--- src/rtl/srle_pkg.sv ---
// shared types, constants and tables of the sparse bitfield run-length decoder
package srle_pkg;

  localparam int INDEX_ENTRY_BYTES_DEF = 8;
  localparam int QUEUE_DEPTH_DEF       = 2;
  // trailer length field covers up to seven entries of at most sixteen bytes
  localparam int TRAIL_W               = 7;
  localparam int CFG_DATA_W            = 32;
  localparam int CFG_INDEX_W           = 1;

  localparam logic [31:0] CAPACITY_RESET = 32'd131072;

  localparam logic [CFG_INDEX_W-1:0] REG_OUTPUT_CAPACITY   = 1'b0;
  localparam logic [CFG_INDEX_W-1:0] REG_LENGTH_BIG_ENDIAN = 1'b1;

  typedef struct packed {
    logic [7:0]  in_byte;
    logic        frame_start;
    logic [31:0] frame_bytes;
  } in_t;

  typedef struct packed {
    logic [7:0]  out_value;
    logic [31:0] repeat_count;
    logic        frame_end;
    logic        truncated;
  } out_t;

  typedef struct packed {
    logic [31:0] capacity;
    logic        big_endian;
  } cfg_t;

  typedef enum logic [2:0] {
    TK_RUN,
    TK_LIT,
    TK_PAIR,
    TK_BIT,
    TK_LONG
  } token_kind_t;

  typedef struct packed {
    logic               is_start;
    logic [7:0]         byte_val;
    token_kind_t        kind;
    logic [6:0]         arg;
    logic [7:0]         single_val;
    logic [31:0]        payload_len;
    logic [TRAIL_W-1:0] trail_len;
  } class_t;

  function automatic logic [7:0] pair_mask(input logic [4:0] idx);
    logic [7:0] m;
    unique case (idx)
      5'd0:  m = 8'h03;
      5'd1:  m = 8'h05;
      5'd2:  m = 8'h06;
      5'd3:  m = 8'h09;
      5'd4:  m = 8'h0A;
      5'd5:  m = 8'h0C;
      5'd6:  m = 8'h11;
      5'd7:  m = 8'h12;
      5'd8:  m = 8'h14;
      5'd9:  m = 8'h18;
      5'd10: m = 8'h21;
      5'd11: m = 8'h22;
      5'd12: m = 8'h24;
      5'd13: m = 8'h28;
      5'd14: m = 8'h30;
      5'd15: m = 8'h41;
      5'd16: m = 8'h42;
      5'd17: m = 8'h44;
      5'd18: m = 8'h48;
      5'd19: m = 8'h50;
      5'd20: m = 8'h60;
      5'd21: m = 8'h81;
      5'd22: m = 8'h82;
      5'd23: m = 8'h84;
      5'd24: m = 8'h88;
      5'd25: m = 8'h90;
      5'd26: m = 8'hA0;
      5'd27: m = 8'hC0;
      default: m = 8'h00;
    endcase
    return m;
  endfunction

endpackage

--- src/rtl/srle_front.sv ---
// input stage: accepts words, classifies tokens and sizes the frame
module srle_front #(
  parameter int INDEX_ENTRY_BYTES = srle_pkg::INDEX_ENTRY_BYTES_DEF
) (
  input  logic              clk,
  input  logic              rst_n,
  input  logic              in_valid,
  output logic              in_ready,
  input  srle_pkg::in_t     in_word,
  output logic              push,
  output srle_pkg::class_t  push_data,
  input  logic              q_full
);

  logic                           fv_r;
  srle_pkg::class_t               fe_r;
  srle_pkg::class_t               fe_nxt;
  logic [srle_pkg::TRAIL_W-1:0]   trail_raw;
  logic [srle_pkg::TRAIL_W-1:0]   fb_lo;
  logic                           clamp;
  logic [7:0]                     c;

  assign push      = fv_r && !q_full;
  assign in_ready  = !fv_r || push;
  assign push_data = fe_r;

  always_comb begin
    c         = in_word.in_byte;
    trail_raw = srle_pkg::TRAIL_W'(int'(c[2:0]) * INDEX_ENTRY_BYTES);
    fb_lo     = in_word.frame_bytes[srle_pkg::TRAIL_W-1:0];
    clamp     = (in_word.frame_bytes[31:srle_pkg::TRAIL_W] == '0) && (trail_raw >= fb_lo);

    fe_nxt.is_start   = in_word.frame_start;
    fe_nxt.byte_val   = c;
    fe_nxt.kind       = srle_pkg::TK_RUN;
    fe_nxt.arg        = c[6:0];
    fe_nxt.single_val = 8'hFF;
    priority if (!c[7]) begin
      fe_nxt.kind = srle_pkg::TK_RUN;
    end else if (!c[6]) begin
      fe_nxt.kind = srle_pkg::TK_LIT;
      fe_nxt.arg  = {1'b0, c[5:0]};
    end else if (!c[5]) begin
      fe_nxt.kind       = srle_pkg::TK_PAIR;
      fe_nxt.single_val = ~srle_pkg::pair_mask(c[4:0]);
    end else if (!c[4]) begin
      fe_nxt.kind       = srle_pkg::TK_BIT;
      fe_nxt.single_val = c[3] ? 8'hFF : ~(8'h01 << c[2:0]);
    end else begin
      fe_nxt.kind = srle_pkg::TK_LONG;
      fe_nxt.arg  = {3'b000, c[3:0]};
    end

    if (clamp) begin
      fe_nxt.payload_len = '0;
      fe_nxt.trail_len   = (fb_lo == '0) ? '0 : fb_lo - 1'b1;
    end else begin
      fe_nxt.payload_len = in_word.frame_bytes - (32'(trail_raw) + 32'd1);
      fe_nxt.trail_len   = trail_raw;
    end
  end

  always_ff @(posedge clk) begin
    if (!rst_n) begin
      fv_r <= 1'b0;
    end else if (in_ready) begin
      fv_r <= in_valid;
    end
  end

  always_ff @(posedge clk) begin
    if (in_valid && in_ready) begin
      fe_r <= fe_nxt;
    end
  end

endmodule

--- src/rtl/srle_fifo.sv ---
// short queue of classified words between front and back
module srle_fifo #(
  parameter int DEPTH = srle_pkg::QUEUE_DEPTH_DEF
) (
  input  logic              clk,
  input  logic              rst_n,
  input  logic              push,
  input  srle_pkg::class_t  push_data,
  output logic              full,
  input  logic              pop,
  output logic              empty,
  output srle_pkg::class_t  pop_data
);

  localparam int PTR_W = (DEPTH > 1) ? $clog2(DEPTH) : 1;
  localparam int CNT_W = $clog2(DEPTH + 1);

  srle_pkg::class_t   mem [DEPTH];
  logic [PTR_W-1:0]   wr_ptr_r;
  logic [PTR_W-1:0]   rd_ptr_r;
  logic [CNT_W-1:0]   count_r;

  assign full     = (count_r == CNT_W'(DEPTH));
  assign empty    = (count_r == '0);
  assign pop_data = mem[rd_ptr_r];

  always_ff @(posedge clk) begin
    if (!rst_n) begin
      wr_ptr_r <= '0;
      rd_ptr_r <= '0;
      count_r  <= '0;
    end else begin
      if (push) begin
        wr_ptr_r <= (wr_ptr_r == PTR_W'(DEPTH - 1)) ? '0 : wr_ptr_r + 1'b1;
      end
      if (pop) begin
        rd_ptr_r <= (rd_ptr_r == PTR_W'(DEPTH - 1)) ? '0 : rd_ptr_r + 1'b1;
      end
      if (push && !pop) begin
        count_r <= count_r + 1'b1;
      end else if (pop && !push) begin
        count_r <= count_r - 1'b1;
      end
    end
  end

  always_ff @(posedge clk) begin
    if (push) begin
      mem[wr_ptr_r] <= push_data;
    end
  end

endmodule

--- src/rtl/srle_back.sv ---
// decode state machine and result register
module srle_back (
  input  logic              clk,
  input  logic              rst_n,
  input  srle_pkg::cfg_t    cfg,
  input  logic              q_empty,
  input  srle_pkg::class_t  q_data,
  output logic              pop,
  output logic              out_valid,
  input  logic              out_ready,
  output srle_pkg::out_t    out_word
);

  typedef enum logic [2:0] {
    PH_IDLE,
    PH_TOKEN,
    PH_LITERAL,
    PH_LENGTH,
    PH_SKIP
  } phase_t;

  phase_t                        phase_r, phase_nxt;
  logic [31:0]                   payload_r, payload_nxt;
  logic [srle_pkg::TRAIL_W-1:0]  trailer_r, trailer_nxt;
  logic [31:0]                   cap_r, cap_nxt;
  logic [5:0]                    literal_r, literal_nxt;
  logic [3:0]                    len_left_r, len_left_nxt;
  logic [3:0]                    len_pos_r, len_pos_nxt;
  logic [63:0]                   accum_r, accum_nxt;
  logic                          short_r, short_nxt;
  logic                          out_valid_r;
  srle_pkg::out_t                out_word_r;

  logic                          item_hit;
  logic [7:0]                    item_val;
  logic [31:0]                   item_cnt;
  logic                          use_dec;
  logic [31:0]                   dec;
  logic                          run_go;
  logic [63:0]                   run_len;
  logic [31:0]                   run_n;
  logic                          res_end;
  logic                          res_valid;
  srle_pkg::out_t                res_word;

  assign pop       = !q_empty && (!out_valid_r || out_ready);
  assign out_valid = out_valid_r;
  assign out_word  = out_word_r;

  always_comb begin
    phase_nxt    = phase_r;
    payload_nxt  = payload_r;
    trailer_nxt  = trailer_r;
    cap_nxt      = cap_r;
    literal_nxt  = literal_r;
    len_left_nxt = len_left_r;
    len_pos_nxt  = len_pos_r;
    accum_nxt    = accum_r;
    short_nxt    = short_r;
    item_hit     = 1'b0;
    item_val     = 8'h00;
    item_cnt     = 32'd0;
    use_dec      = 1'b0;
    dec          = 32'd0;
    run_go       = 1'b0;
    run_len      = 64'd0;
    run_n        = 32'd0;
    res_end      = 1'b0;

    if (pop) begin
      if (q_data.is_start) begin
        payload_nxt  = q_data.payload_len;
        trailer_nxt  = q_data.trail_len;
        cap_nxt      = cfg.capacity;
        literal_nxt  = '0;
        len_left_nxt = '0;
        len_pos_nxt  = '0;
        accum_nxt    = '0;
        short_nxt    = 1'b0;
        phase_nxt    = PH_TOKEN;
      end else if (phase_r != PH_IDLE) begin
        if (payload_r != '0) begin
          payload_nxt = payload_r - 1'b1;
          use_dec     = 1'b1;
          unique case (phase_r)
            PH_TOKEN: begin
              if (cap_r == '0) begin
                short_nxt = 1'b1;
                phase_nxt = PH_SKIP;
              end else begin
                unique case (q_data.kind)
                  srle_pkg::TK_RUN: begin
                    run_go  = 1'b1;
                    run_len = 64'(q_data.arg);
                  end
                  srle_pkg::TK_LIT: begin
                    literal_nxt = q_data.arg[5:0];
                    if (q_data.arg[5:0] != '0) begin
                      phase_nxt = PH_LITERAL;
                    end
                  end
                  srle_pkg::TK_PAIR, srle_pkg::TK_BIT: begin
                    item_hit = 1'b1;
                    item_val = q_data.single_val;
                    item_cnt = 32'd1;
                    dec      = 32'd1;
                  end
                  srle_pkg::TK_LONG: begin
                    if (32'(q_data.arg[3:0]) >= payload_r) begin
                      short_nxt = 1'b1;
                      phase_nxt = PH_SKIP;
                    end else if (q_data.arg[3:0] != '0) begin
                      len_left_nxt = q_data.arg[3:0];
                      len_pos_nxt  = '0;
                      accum_nxt    = '0;
                      phase_nxt    = PH_LENGTH;
                    end
                  end
                  default: begin
                  end
                endcase
              end
            end
            PH_LITERAL: begin
              if (cap_r == '0) begin
                short_nxt = 1'b1;
                phase_nxt = PH_SKIP;
              end else begin
                item_hit    = 1'b1;
                item_val    = q_data.byte_val;
                item_cnt    = 32'd1;
                dec         = 32'd1;
                literal_nxt = literal_r - 1'b1;
                if (literal_r == 6'd1) begin
                  phase_nxt = PH_TOKEN;
                end
              end
            end
            PH_LENGTH: begin
              if (cfg.big_endian) begin
                accum_nxt = {accum_r[55:0], q_data.byte_val};
              end else if (!len_pos_r[3]) begin
                for (int i = 0; i < 8; i++) begin
                  if (len_pos_r[2:0] == 3'(i)) begin
                    accum_nxt[8*i +: 8] = accum_r[8*i +: 8] | q_data.byte_val;
                  end
                end
              end
              if (len_pos_r != 4'd15) begin
                len_pos_nxt = len_pos_r + 1'b1;
              end
              len_left_nxt = len_left_r - 1'b1;
              if (len_left_r == 4'd1) begin
                run_go    = 1'b1;
                run_len   = accum_nxt;
                phase_nxt = PH_TOKEN;
              end
            end
            default: begin
            end
          endcase
        end else if (trailer_r != '0) begin
          trailer_nxt = trailer_r - 1'b1;
        end
      end

      if (run_go) begin
        run_n = ((run_len[63:32] == '0) && (run_len[31:0] < cap_r)) ? run_len[31:0] : cap_r;
        dec   = run_n;
        if (run_n != '0) begin
          item_hit = 1'b1;
          item_val = 8'hFF;
          item_cnt = run_n;
        end
      end
      if (use_dec) begin
        cap_nxt = cap_r - dec;
      end

      if ((q_data.is_start || phase_r != PH_IDLE) && payload_nxt == '0 && trailer_nxt == '0) begin
        res_end   = 1'b1;
        phase_nxt = PH_IDLE;
      end
    end

    res_valid             = pop && (item_hit || res_end);
    res_word.out_value    = item_val;
    res_word.repeat_count = item_cnt;
    res_word.frame_end    = res_end;
    res_word.truncated    = res_end && short_nxt;
  end

  always_ff @(posedge clk) begin
    if (!rst_n) begin
      phase_r     <= PH_IDLE;
      payload_r   <= '0;
      trailer_r   <= '0;
      cap_r       <= '0;
      literal_r   <= '0;
      len_left_r  <= '0;
      len_pos_r   <= '0;
      accum_r     <= '0;
      short_r     <= 1'b0;
      out_valid_r <= 1'b0;
    end else begin
      phase_r    <= phase_nxt;
      payload_r  <= payload_nxt;
      trailer_r  <= trailer_nxt;
      cap_r      <= cap_nxt;
      literal_r  <= literal_nxt;
      len_left_r <= len_left_nxt;
      len_pos_r  <= len_pos_nxt;
      accum_r    <= accum_nxt;
      short_r    <= short_nxt;
      if (res_valid) begin
        out_valid_r <= 1'b1;
      end else if (out_ready) begin
        out_valid_r <= 1'b0;
      end
    end
  end

  always_ff @(posedge clk) begin
    if (res_valid) begin
      out_word_r <= res_word;
    end
  end

endmodule

--- src/rtl/sparse_bitfield_rle_decoder_core.sv ---
// top level of the sparse bitfield run-length decoder
//
//  channel   ports                                  direction
//  input     in_valid / in_ready / in_word          in, one compressed byte per word
//  result    out_valid / out_ready / out_word       out, value with repeat count
//  config    cfg_we / cfg_index / cfg_wdata         in, write only
//
// one word per cycle in, at most one out, unless stalled; a word passes
// front register, queue and result register before any result is valid
// the back decodes (token, counters, clamp) once per cycle on each pop
// reset: synchronous, active low; capacity 131072, little endian lengths
// input and result sides stall independently through the queue
module sparse_bitfield_rle_decoder_core #(
  parameter int INDEX_ENTRY_BYTES = srle_pkg::INDEX_ENTRY_BYTES_DEF,
  parameter int QUEUE_DEPTH       = srle_pkg::QUEUE_DEPTH_DEF
) (
  input  logic                             clk,
  input  logic                             rst_n,
  input  logic                             in_valid,
  output logic                             in_ready,
  input  srle_pkg::in_t                    in_word,
  output logic                             out_valid,
  input  logic                             out_ready,
  output srle_pkg::out_t                   out_word,
  input  logic                             cfg_we,
  input  logic [srle_pkg::CFG_INDEX_W-1:0] cfg_index,
  input  logic [srle_pkg::CFG_DATA_W-1:0]  cfg_wdata
);

  srle_pkg::cfg_t    cfg_r;
  logic              push;
  srle_pkg::class_t  push_data;
  logic              q_full;
  logic              q_empty;
  logic              pop;
  srle_pkg::class_t  pop_data;

  always_ff @(posedge clk) begin
    if (!rst_n) begin
      cfg_r.capacity   <= srle_pkg::CAPACITY_RESET;
      cfg_r.big_endian <= 1'b0;
    end else if (cfg_we) begin
      if (cfg_index == srle_pkg::REG_OUTPUT_CAPACITY) begin
        cfg_r.capacity <= cfg_wdata[31:0];
      end
      if (cfg_index == srle_pkg::REG_LENGTH_BIG_ENDIAN) begin
        cfg_r.big_endian <= cfg_wdata[0];
      end
    end
  end

  srle_front #(
    .INDEX_ENTRY_BYTES(INDEX_ENTRY_BYTES)
  ) u_front (
    .clk      (clk),
    .rst_n    (rst_n),
    .in_valid (in_valid),
    .in_ready (in_ready),
    .in_word  (in_word),
    .push     (push),
    .push_data(push_data),
    .q_full   (q_full)
  );

  srle_fifo #(
    .DEPTH(QUEUE_DEPTH)
  ) u_fifo (
    .clk      (clk),
    .rst_n    (rst_n),
    .push     (push),
    .push_data(push_data),
    .full     (q_full),
    .pop      (pop),
    .empty    (q_empty),
    .pop_data (pop_data)
  );

  srle_back u_back (
    .clk      (clk),
    .rst_n    (rst_n),
    .cfg      (cfg_r),
    .q_empty  (q_empty),
    .q_data   (pop_data),
    .pop      (pop),
    .out_valid(out_valid),
    .out_ready(out_ready),
    .out_word (out_word)
  );

endmodule

--- config.mk ---
export PLATFORM = sky130hd
export DESIGN_NAME = sparse_bitfield_rle_decoder_core
export DESIGN_NICKNAME = d
export VERILOG_FILES = /design/src/rtl/srle_pkg.sv /design/src/rtl/srle_front.sv /design/src/rtl/srle_fifo.sv /design/src/rtl/srle_back.sv /design/src/rtl/sparse_bitfield_rle_decoder_core.sv
export SDC_FILE = /design/constraint.sdc
export NUM_CORES = 1
export LEC_CHECK = 0
export BUFFER_PORTS_ARGS = -buffer_cell sky130_fd_sc_hd__buf_2
export CELL_PAD_IN_SITES_DETAIL_PLACEMENT = 2
export CELL_PAD_IN_SITES_GLOBAL_PLACEMENT = 2
export CORE_MARGIN = 3
export CORE_UTILIZATION = 39
export CTS_CLUSTER_SIZE = 40
export DETAILED_ROUTE_END_ITERATION = 6
export PLACE_DENSITY_LB_ADDON = 0.1
export SETUP_SLACK_MARGIN = 0.5
export SLEW_MARGIN = 10
export SYNTH_ARGS = -nofsm -noshare
export SYNTH_HDL_FRONTEND = slang
export SYNTH_SLANG_ARGS = --single-unit
--- constraint.sdc ---
create_clock -name clk -period 8.45 [get_ports clk]
set_clock_uncertainty 0.15 [all_clocks]
set_input_delay 1.2675 -clock clk [delete_from_list [all_inputs] [get_ports clk]]
set_output_delay 1.2675 -clock clk [all_outputs]
set_load 0.005 [all_outputs]
Word level (Yosys, flattened, before mapping)
Memory sizes are Yosys's and may differ from the RTL's. A register that Yosys moved wholly into a read port is not among the register bits.
Cells that the tools add are included.

word-level totals
  bits in registers = 300
  input bits = 79
  memory bits (writable) = 132
  memory bits (read-only) = 256
  memories kept = 2
  logic and storage cells = 301

memories
  memory            depth  width  rd ports  clocked after Yosys merged registers in  write ports  line             source
  (name not given)  32     8      1         0                                        0            srle_pkg.sv:54   unique case (idx)
  u_fifo.mem        2      66     1         1                                        1            srle_fifo.sv:18  srle_pkg::class_t mem [DEPTH];

cells by class
  $lt $le $gt $ge = 3
  $add $sub $neg = 13
  equality and inequality tests = 30
  reductions and logical operators = 57
  shift-type cells = 1
  multiplexer cells = 153
  bitwise logic cells = 12

operators with widths
  cell                                                                    count
  64-bit 2-to-1 mux                                                       15
  32-bit 2-to-1 mux                                                       15
  64-bit case mux with 2 select lines                                     2
  8-bit 2-to-1 mux                                                        24
  32-bit logical NOT                                                      3
  8-bit bitwise OR                                                        8
  32-bit case mux with 2 select lines                                     1
  32-bit nonzero test                                                     2
  4-bit 2-to-1 mux                                                        15
  7-bit 2-to-1 mux                                                        8
  6-bit 2-to-1 mux                                                        8
  1-bit 2-to-1 mux                                                        40
  3-bit 2-to-1 mux                                                        12
  4-bit by 32-bit greater-or-equal comparator with 1-bit output           1
  32-bit < comparator                                                     1
  32-bit by 1-bit subtractor with 32-bit output (second input constant)   1
  32-bit subtractor                                                       1
  32-bit by 7-bit subtractor with 32-bit output                           1
  25-bit logical NOT                                                      1
  3-bit by 2-bit equality test with 1-bit output (second input constant)  6
  9-bit AND reduction                                                     2
  8-bit NOT                                                               2
  4-bit case mux with 2 select lines                                      2
  8-bit case mux with 2 select lines                                      1
  other kinds (46)                                                        97

Depth between registers and ports, before layout
  depth after elaboration = 20
  gate-level depth with buffers = 33

Modules after synthesis
From an unflattened synthesis, not the netlist that was laid out.

second synthesis, totals
  cells, all modules = 2689
  area, all modules = 24842.6 um^2

modules (own cells, without submodules)
  module                            area each (um^2)  cells an instance  times used
  srle_back                         14796.7           1963               1
  srle_fifo                         4988.5            227                1
  srle_front                        3697.3            355                1
  sparse_bitfield_rle_decoder_core  1360.1            144                1

Worst setup path before layout
Ideal clock, no wire load.

  kind = register to register
  start point = register u_back.payload_r[16]
  end point = register u_back.cap_r[30]
  period minus slack after synthesis = 7.573 ns
  library setup time = 0.101 ns
  arrival time = 7.322 ns
  path slack = 0.877 ns
  stages on the path, launching flop included = 30
  required time = 8.199 ns
  cells stage by stage = dfxtp_1 -> buf_2 -> or4_4 -> nor4_2 -> nand4_1 -> nand2_1 -> clkbuf_1 -> buf_1 -> nor2_1 -> ha_1 -> a211oi_1 -> o21bai_1 -> a211oi_1 -> o21bai_1 -> a21oi_1 -> o2111a_1 -> nand2_1 -> clkbuf_1 -> mux2_2 -> nand2_1 -> fa_1 -> a211oi_1 -> o21ai_0 -> a211o_1 -> a2111oi_0 -> nor3_1 -> a211o_1 -> a211oi_1 -> nor4_1 -> o41ai_1

between the ends
  word-level cells in the longest chain between the ends = 12
  elaborated cells between the ends (all ways) = 26

RTL lines
  element                                                           line              source
  from (decl)                                                       srle_back.sv:23   logic [31:0] payload_r, payload_nxt;
  from (signal assigned)                                            srle_back.sv:207  payload_r <= payload_nxt;
  32-bit nonzero test (*)                                           srle_back.sv:82   if (payload_r != '0) begin
  64-bit 2-to-1 mux                                                 srle_back.sv:82
  64-bit 2-to-1 mux                                                 srle_back.sv:81   end else if (phase_r != PH_IDLE) begin
  64-bit 2-to-1 mux                                                 srle_back.sv:71   if (q_data.is_start) begin
  64-bit 2-to-1 mux                                                 srle_back.sv:70   if (pop) begin
  32-bit < comparator / 32-bit logical NOT (equally long branches)  srle_back.sv:168  run_n = ((run_len[63:32] == '0) && (run_len[31:0] < cap_r)) ? run_len[31:0] : cap_r;
  1-bit logical AND                                                 srle_back.sv:168
  32-bit 2-to-1 mux                                                 srle_back.sv:168
  32-bit 2-to-1 mux                                                 srle_back.sv:167  if (run_go) begin
  32-bit 2-to-1 mux                                                 srle_back.sv:70
  32-bit subtractor                                                 srle_back.sv:177  cap_nxt = cap_r - dec;
  32-bit 2-to-1 mux                                                 srle_back.sv:176  if (use_dec) begin
  to (signal assigned)                                              srle_back.sv:209  cap_r <= cap_nxt;
  to (decl)                                                         srle_back.sv:25   logic [31:0] cap_r, cap_nxt;

Every way passes the cells marked *; elsewhere a longest branch is shown, timed or not. The select of a mux whose other input is x is not followed.
A chain may end at the register's enable or synchronous reset.

Worst setup path after layout
  start point = register u_back.phase_r[0]
  end point = register u_back.cap_r[24]

between the ends
  word-level cells in the longest chain between the ends = 13
  elaborated cells between the ends (all ways) = 31

RTL lines
  element                                                                                                                  line              source
  from (decl)                                                                                                              srle_back.sv:22   phase_t phase_r, phase_nxt;
  from (signal assigned)                                                                                                   srle_back.sv:206  phase_r <= phase_nxt;
  3-bit by 2-bit equality test with 1-bit output / 3-bit by 1-bit equality test with 1-bit output (equally long branches)  srle_back.sv:85   unique case (phase_r)
  64-bit case mux with 2 select lines                                                                                      srle_back.sv:85
  64-bit 2-to-1 mux                                                                                                        srle_back.sv:82
  64-bit 2-to-1 mux                                                                                                        srle_back.sv:81
  64-bit 2-to-1 mux                                                                                                        srle_back.sv:71
  64-bit 2-to-1 mux                                                                                                        srle_back.sv:70
  32-bit < comparator / 32-bit logical NOT (equally long branches)                                                         srle_back.sv:168
  1-bit logical AND                                                                                                        srle_back.sv:168
  32-bit 2-to-1 mux                                                                                                        srle_back.sv:168
  32-bit 2-to-1 mux                                                                                                        srle_back.sv:167
  32-bit 2-to-1 mux                                                                                                        srle_back.sv:70
  32-bit subtractor                                                                                                        srle_back.sv:177
  32-bit 2-to-1 mux                                                                                                        srle_back.sv:176

Parallel ways exist; a longest one is shown, timed or not. The select of a mux whose other input is x is not followed.

==> impl_metrics.ini <==
[synth]
syn-instance-count = 2565
synth_edf_count = 228
synth-seq-cells = 421
ys_seq_area_frac = 0.459
avgSynthCellArea_um2 = 9.10
yosysWarningCount = 0
synth_area_um2 = 23300
syn_nets = 2738
synth.distinct_cells = 82
synth.top_cell.area_share = 0.293
yosys.area.top_type = edfxtp_1
yosys_most_used_dff = edfxtp_1
ys_top_cells_by_area = edfxtp_1, dfxtp_1, nand2_1
async_flop_share = 0

[placed_design]
dp.final_hpwl_um = 62400
place_area_um2 = 24900
dp.cells = 3365
port_buffers = 122
place_congestion = 0.870

[floorplanning]
initial_core_util = 0.395
die_width_um = 251
die_area_um2 = 62800
num_rows = 89
placeableCoreArea_um2 = 59100
die_h_um = 251
ios = 123

[grt]
gr-total-overflow = 0
grt_pass1_wl_um = 136000
grt_pass1_vias = 22508
grt_max_degree = 64
grt_antenna_before_repair = 4
track_usage = 0.276

[sta]
hold_violations = 0
rsz0062_at_grt = false
drv_slew = 0
worstMarginPinSlew_ns = 0.960
setup-violations-final = 0
whs_ns = 0.295
min_period_ns = 7.47
setup_tns_ns = 0
fmaxAchievable_mhz = 134
maxSlewHeadroom = 0.358
period_share = 0.884

[worst_setup_path]
critical_path_class = reg2reg
cp_max_fo = 34
rrSetupSlack_ns = 0.98
cp_num_buf_inv = 1
cp_top_family = compound AO/OA/AOI/OAI gates
cp.arrival_ns = 7.81
path_common_cell = a21oi_1
required_ns = 8.78
endpoint_kind = flip-flop
cpPeakStageDelay_ns = 0.55
start_kind = flip-flop
crit_slowest_cell = or3b_2

[clocking]
cts-root-buf = clkbuf_16
cts_buffer_depth = 3
cts_tree = yes
path_clk_slew_ns = 0.06
htreeDepth = 2
clock_latency_ns = 0.64
numCtsBuffers = 50
clkSinkCount = 421

[drt]
dr_total_vias = 20468
wl_um = 88500
drc = 0
wl_per_cell_um = 25.5
via_per_inst = 5.91
ant_nets = 0
first_pass_iters = 5
drtIter0Drc = 1230

[worst_hold_path]
hp-class = reg2reg

[final_layout]
fin_area_um2 = 26700
area_growth_pct = 14.4
layout-drive-gt1-share = 0.136
nFillCells = 6368
layout.nets = 2822
final_cell_mix = nand2_1, nor2_1, edfxtp_1
layout.cells.non_filler = 3464
final_common_cell = nand2_1

[power_and_ir_drop]
leakagePower_nw = 9.38
p_per_area_nw_per_um2 = 338
irDropWorstVdd_mv = 0.167

[outcome]
status = finished clean

[job]
maxCapViolCount = 0
cell families (layout without fill, tap and decap cells):
logic type | after synthesis | in the layout | share of synthesized area
AOI/OAI and AO/OA | 684 | 684 | 0.186
xor gates and xnor gates | 76 | 76 | 0.0285
adders and majority gates | 94 | 94 | 0.0507
buffers and inverters | 246 | 371 | 0.0400
DFF | 421 | 421 | 0.459
muxes | 84 | 84 | 0.0389
other | 1 | 2 | 0.000161
and+or+nand+nor | 959 | 959 | 0.197
cell type report:
class                   instances  area (µm²)  area share
diodes                          1        2.50   0.0000937
clock buffers                  74        1370      0.0514
clock inverters                19         256     0.00961
inverters                      87         327      0.0122
multi-input cells            1898       11900       0.446
flip-flops and latches        421       10700       0.401
well taps                     773         967      0.0362
repair buffers                191        1140      0.0429
cells in the mapped netlist (7+ instances only):
cell type / count
a31oi_1: 19
a21o_1: 19
nor3b_1: 9
or3_1: 18
and2_1: 16
nand3_1: 41
nor4_1: 41
xnor2_1: 46
nand4_1: 29
o221ai_1: 14
o211ai_1: 17
a211oi_1: 42
nand3b_1: 7
and3_1: 19
a311oi_1: 12
xor2_1: 30
dfxtp_1: 193
nor2_1: 253
nor2b_1: 70
inv_1: 86
nand2_1: 317
o22ai_1: 53
mux2_2: 53
mux2i_1: 31
buf_1: 29
edfxtp_1: 228
o31ai_1: 15
nand2b_1: 27
ha_1: 93
a22oi_1: 20
or4_1: 12
clkbuf_1: 121
a21oi_1: 220
o21a_1: 13
nor3_1: 66
o21ai_0: 116
a21boi_0: 51
buf_2: 9
path summary, 6_finish.rpt:
path                                       startpoint                             to  cells past startpoint
hold reg to reg   u_front.push_data[26]$_SDFFCE_PP0P_    u_fifo.mem[1][26]$_DFFE_PP_                      0
hold / removal    u_front.push_data[26]$_SDFFCE_PP0P_    u_fifo.mem[1][26]$_DFFE_PP_                      0
setup reg to reg       u_back.phase_r[0]$_SDFFE_PN0P_  u_back.cap_r[24]$_SDFFE_PN0P_                     25
setup / recovery       u_back.phase_r[0]$_SDFFE_PN0P_  u_back.cap_r[24]$_SDFFE_PN0P_                     25
power breakdown:
| group | internal, W | switching, W | leakage, nW | total (W) |
|---|---|---|---|---|
| Clock | 0.00128 | 0.000933 | 0.787 | 0.00222 |
| Sequential | 0.00243 | 0.000327 | 3.61 | 0.00276 |
| Combinational | 0.00147 | 0.00259 | 4.98 | 0.00406 |
through the flow:
step / power (W) / utilization / setup slack, ns
after global placement: 0.00643 / 0.421 / 0.530
after CTS: 0.00894 / 0.449 / 0.540
after detailed placement: 0.00661 / 0.421 / 0.281
after global routing: 0.00955 / 0.452 / 0.512
after floorplan: 0.00528 / - / 0.877
final: 0.00904 / 0.452 / 0.977
registers in the layout, indices dropped and copies added, names as in the netlist, named ones only:
signal	cells
u_front.fv_r	1
u_back.payload_r	32
u_back.len_left_r	4
u_fifo.count_r	2
u_fifo.rd_ptr_r	1
u_back.out_word	42
u_back.accum_r	64
u_fifo.wr_ptr_r	1
u_back.cap_r	32
cfg_r	33
u_back.short_r	1
u_back.literal_r	6
u_back.phase_r	3
u_back.trailer_r	7
u_fifo.mem	124
u_back.out_valid	1
u_front.push_data	62
u_back.len_pos_r	4
repair_timing:
action	CTS	global route
gates cloned	0	0
pin swaps	1	4
buffers inserted	1	4
hold buffers	0	0
endpoints found under the setup margin	6	10
hold endpoints to repair	0	0
gates resized for setup	4	21
routing by layer:
metal | vias up | GRT usage | routed length, µm
li1 | 9498 | - | -
met1 | 10397 | 0.336 | 37400
met2 | 412 | 0.500 | 45100
met3 | 159 | 0.0326 | 2960
met4 | 2 | 0.104 | 3030
met5 | - | 0.00463 | 38
No activity file was read; power rests on OpenSTA's default activity.
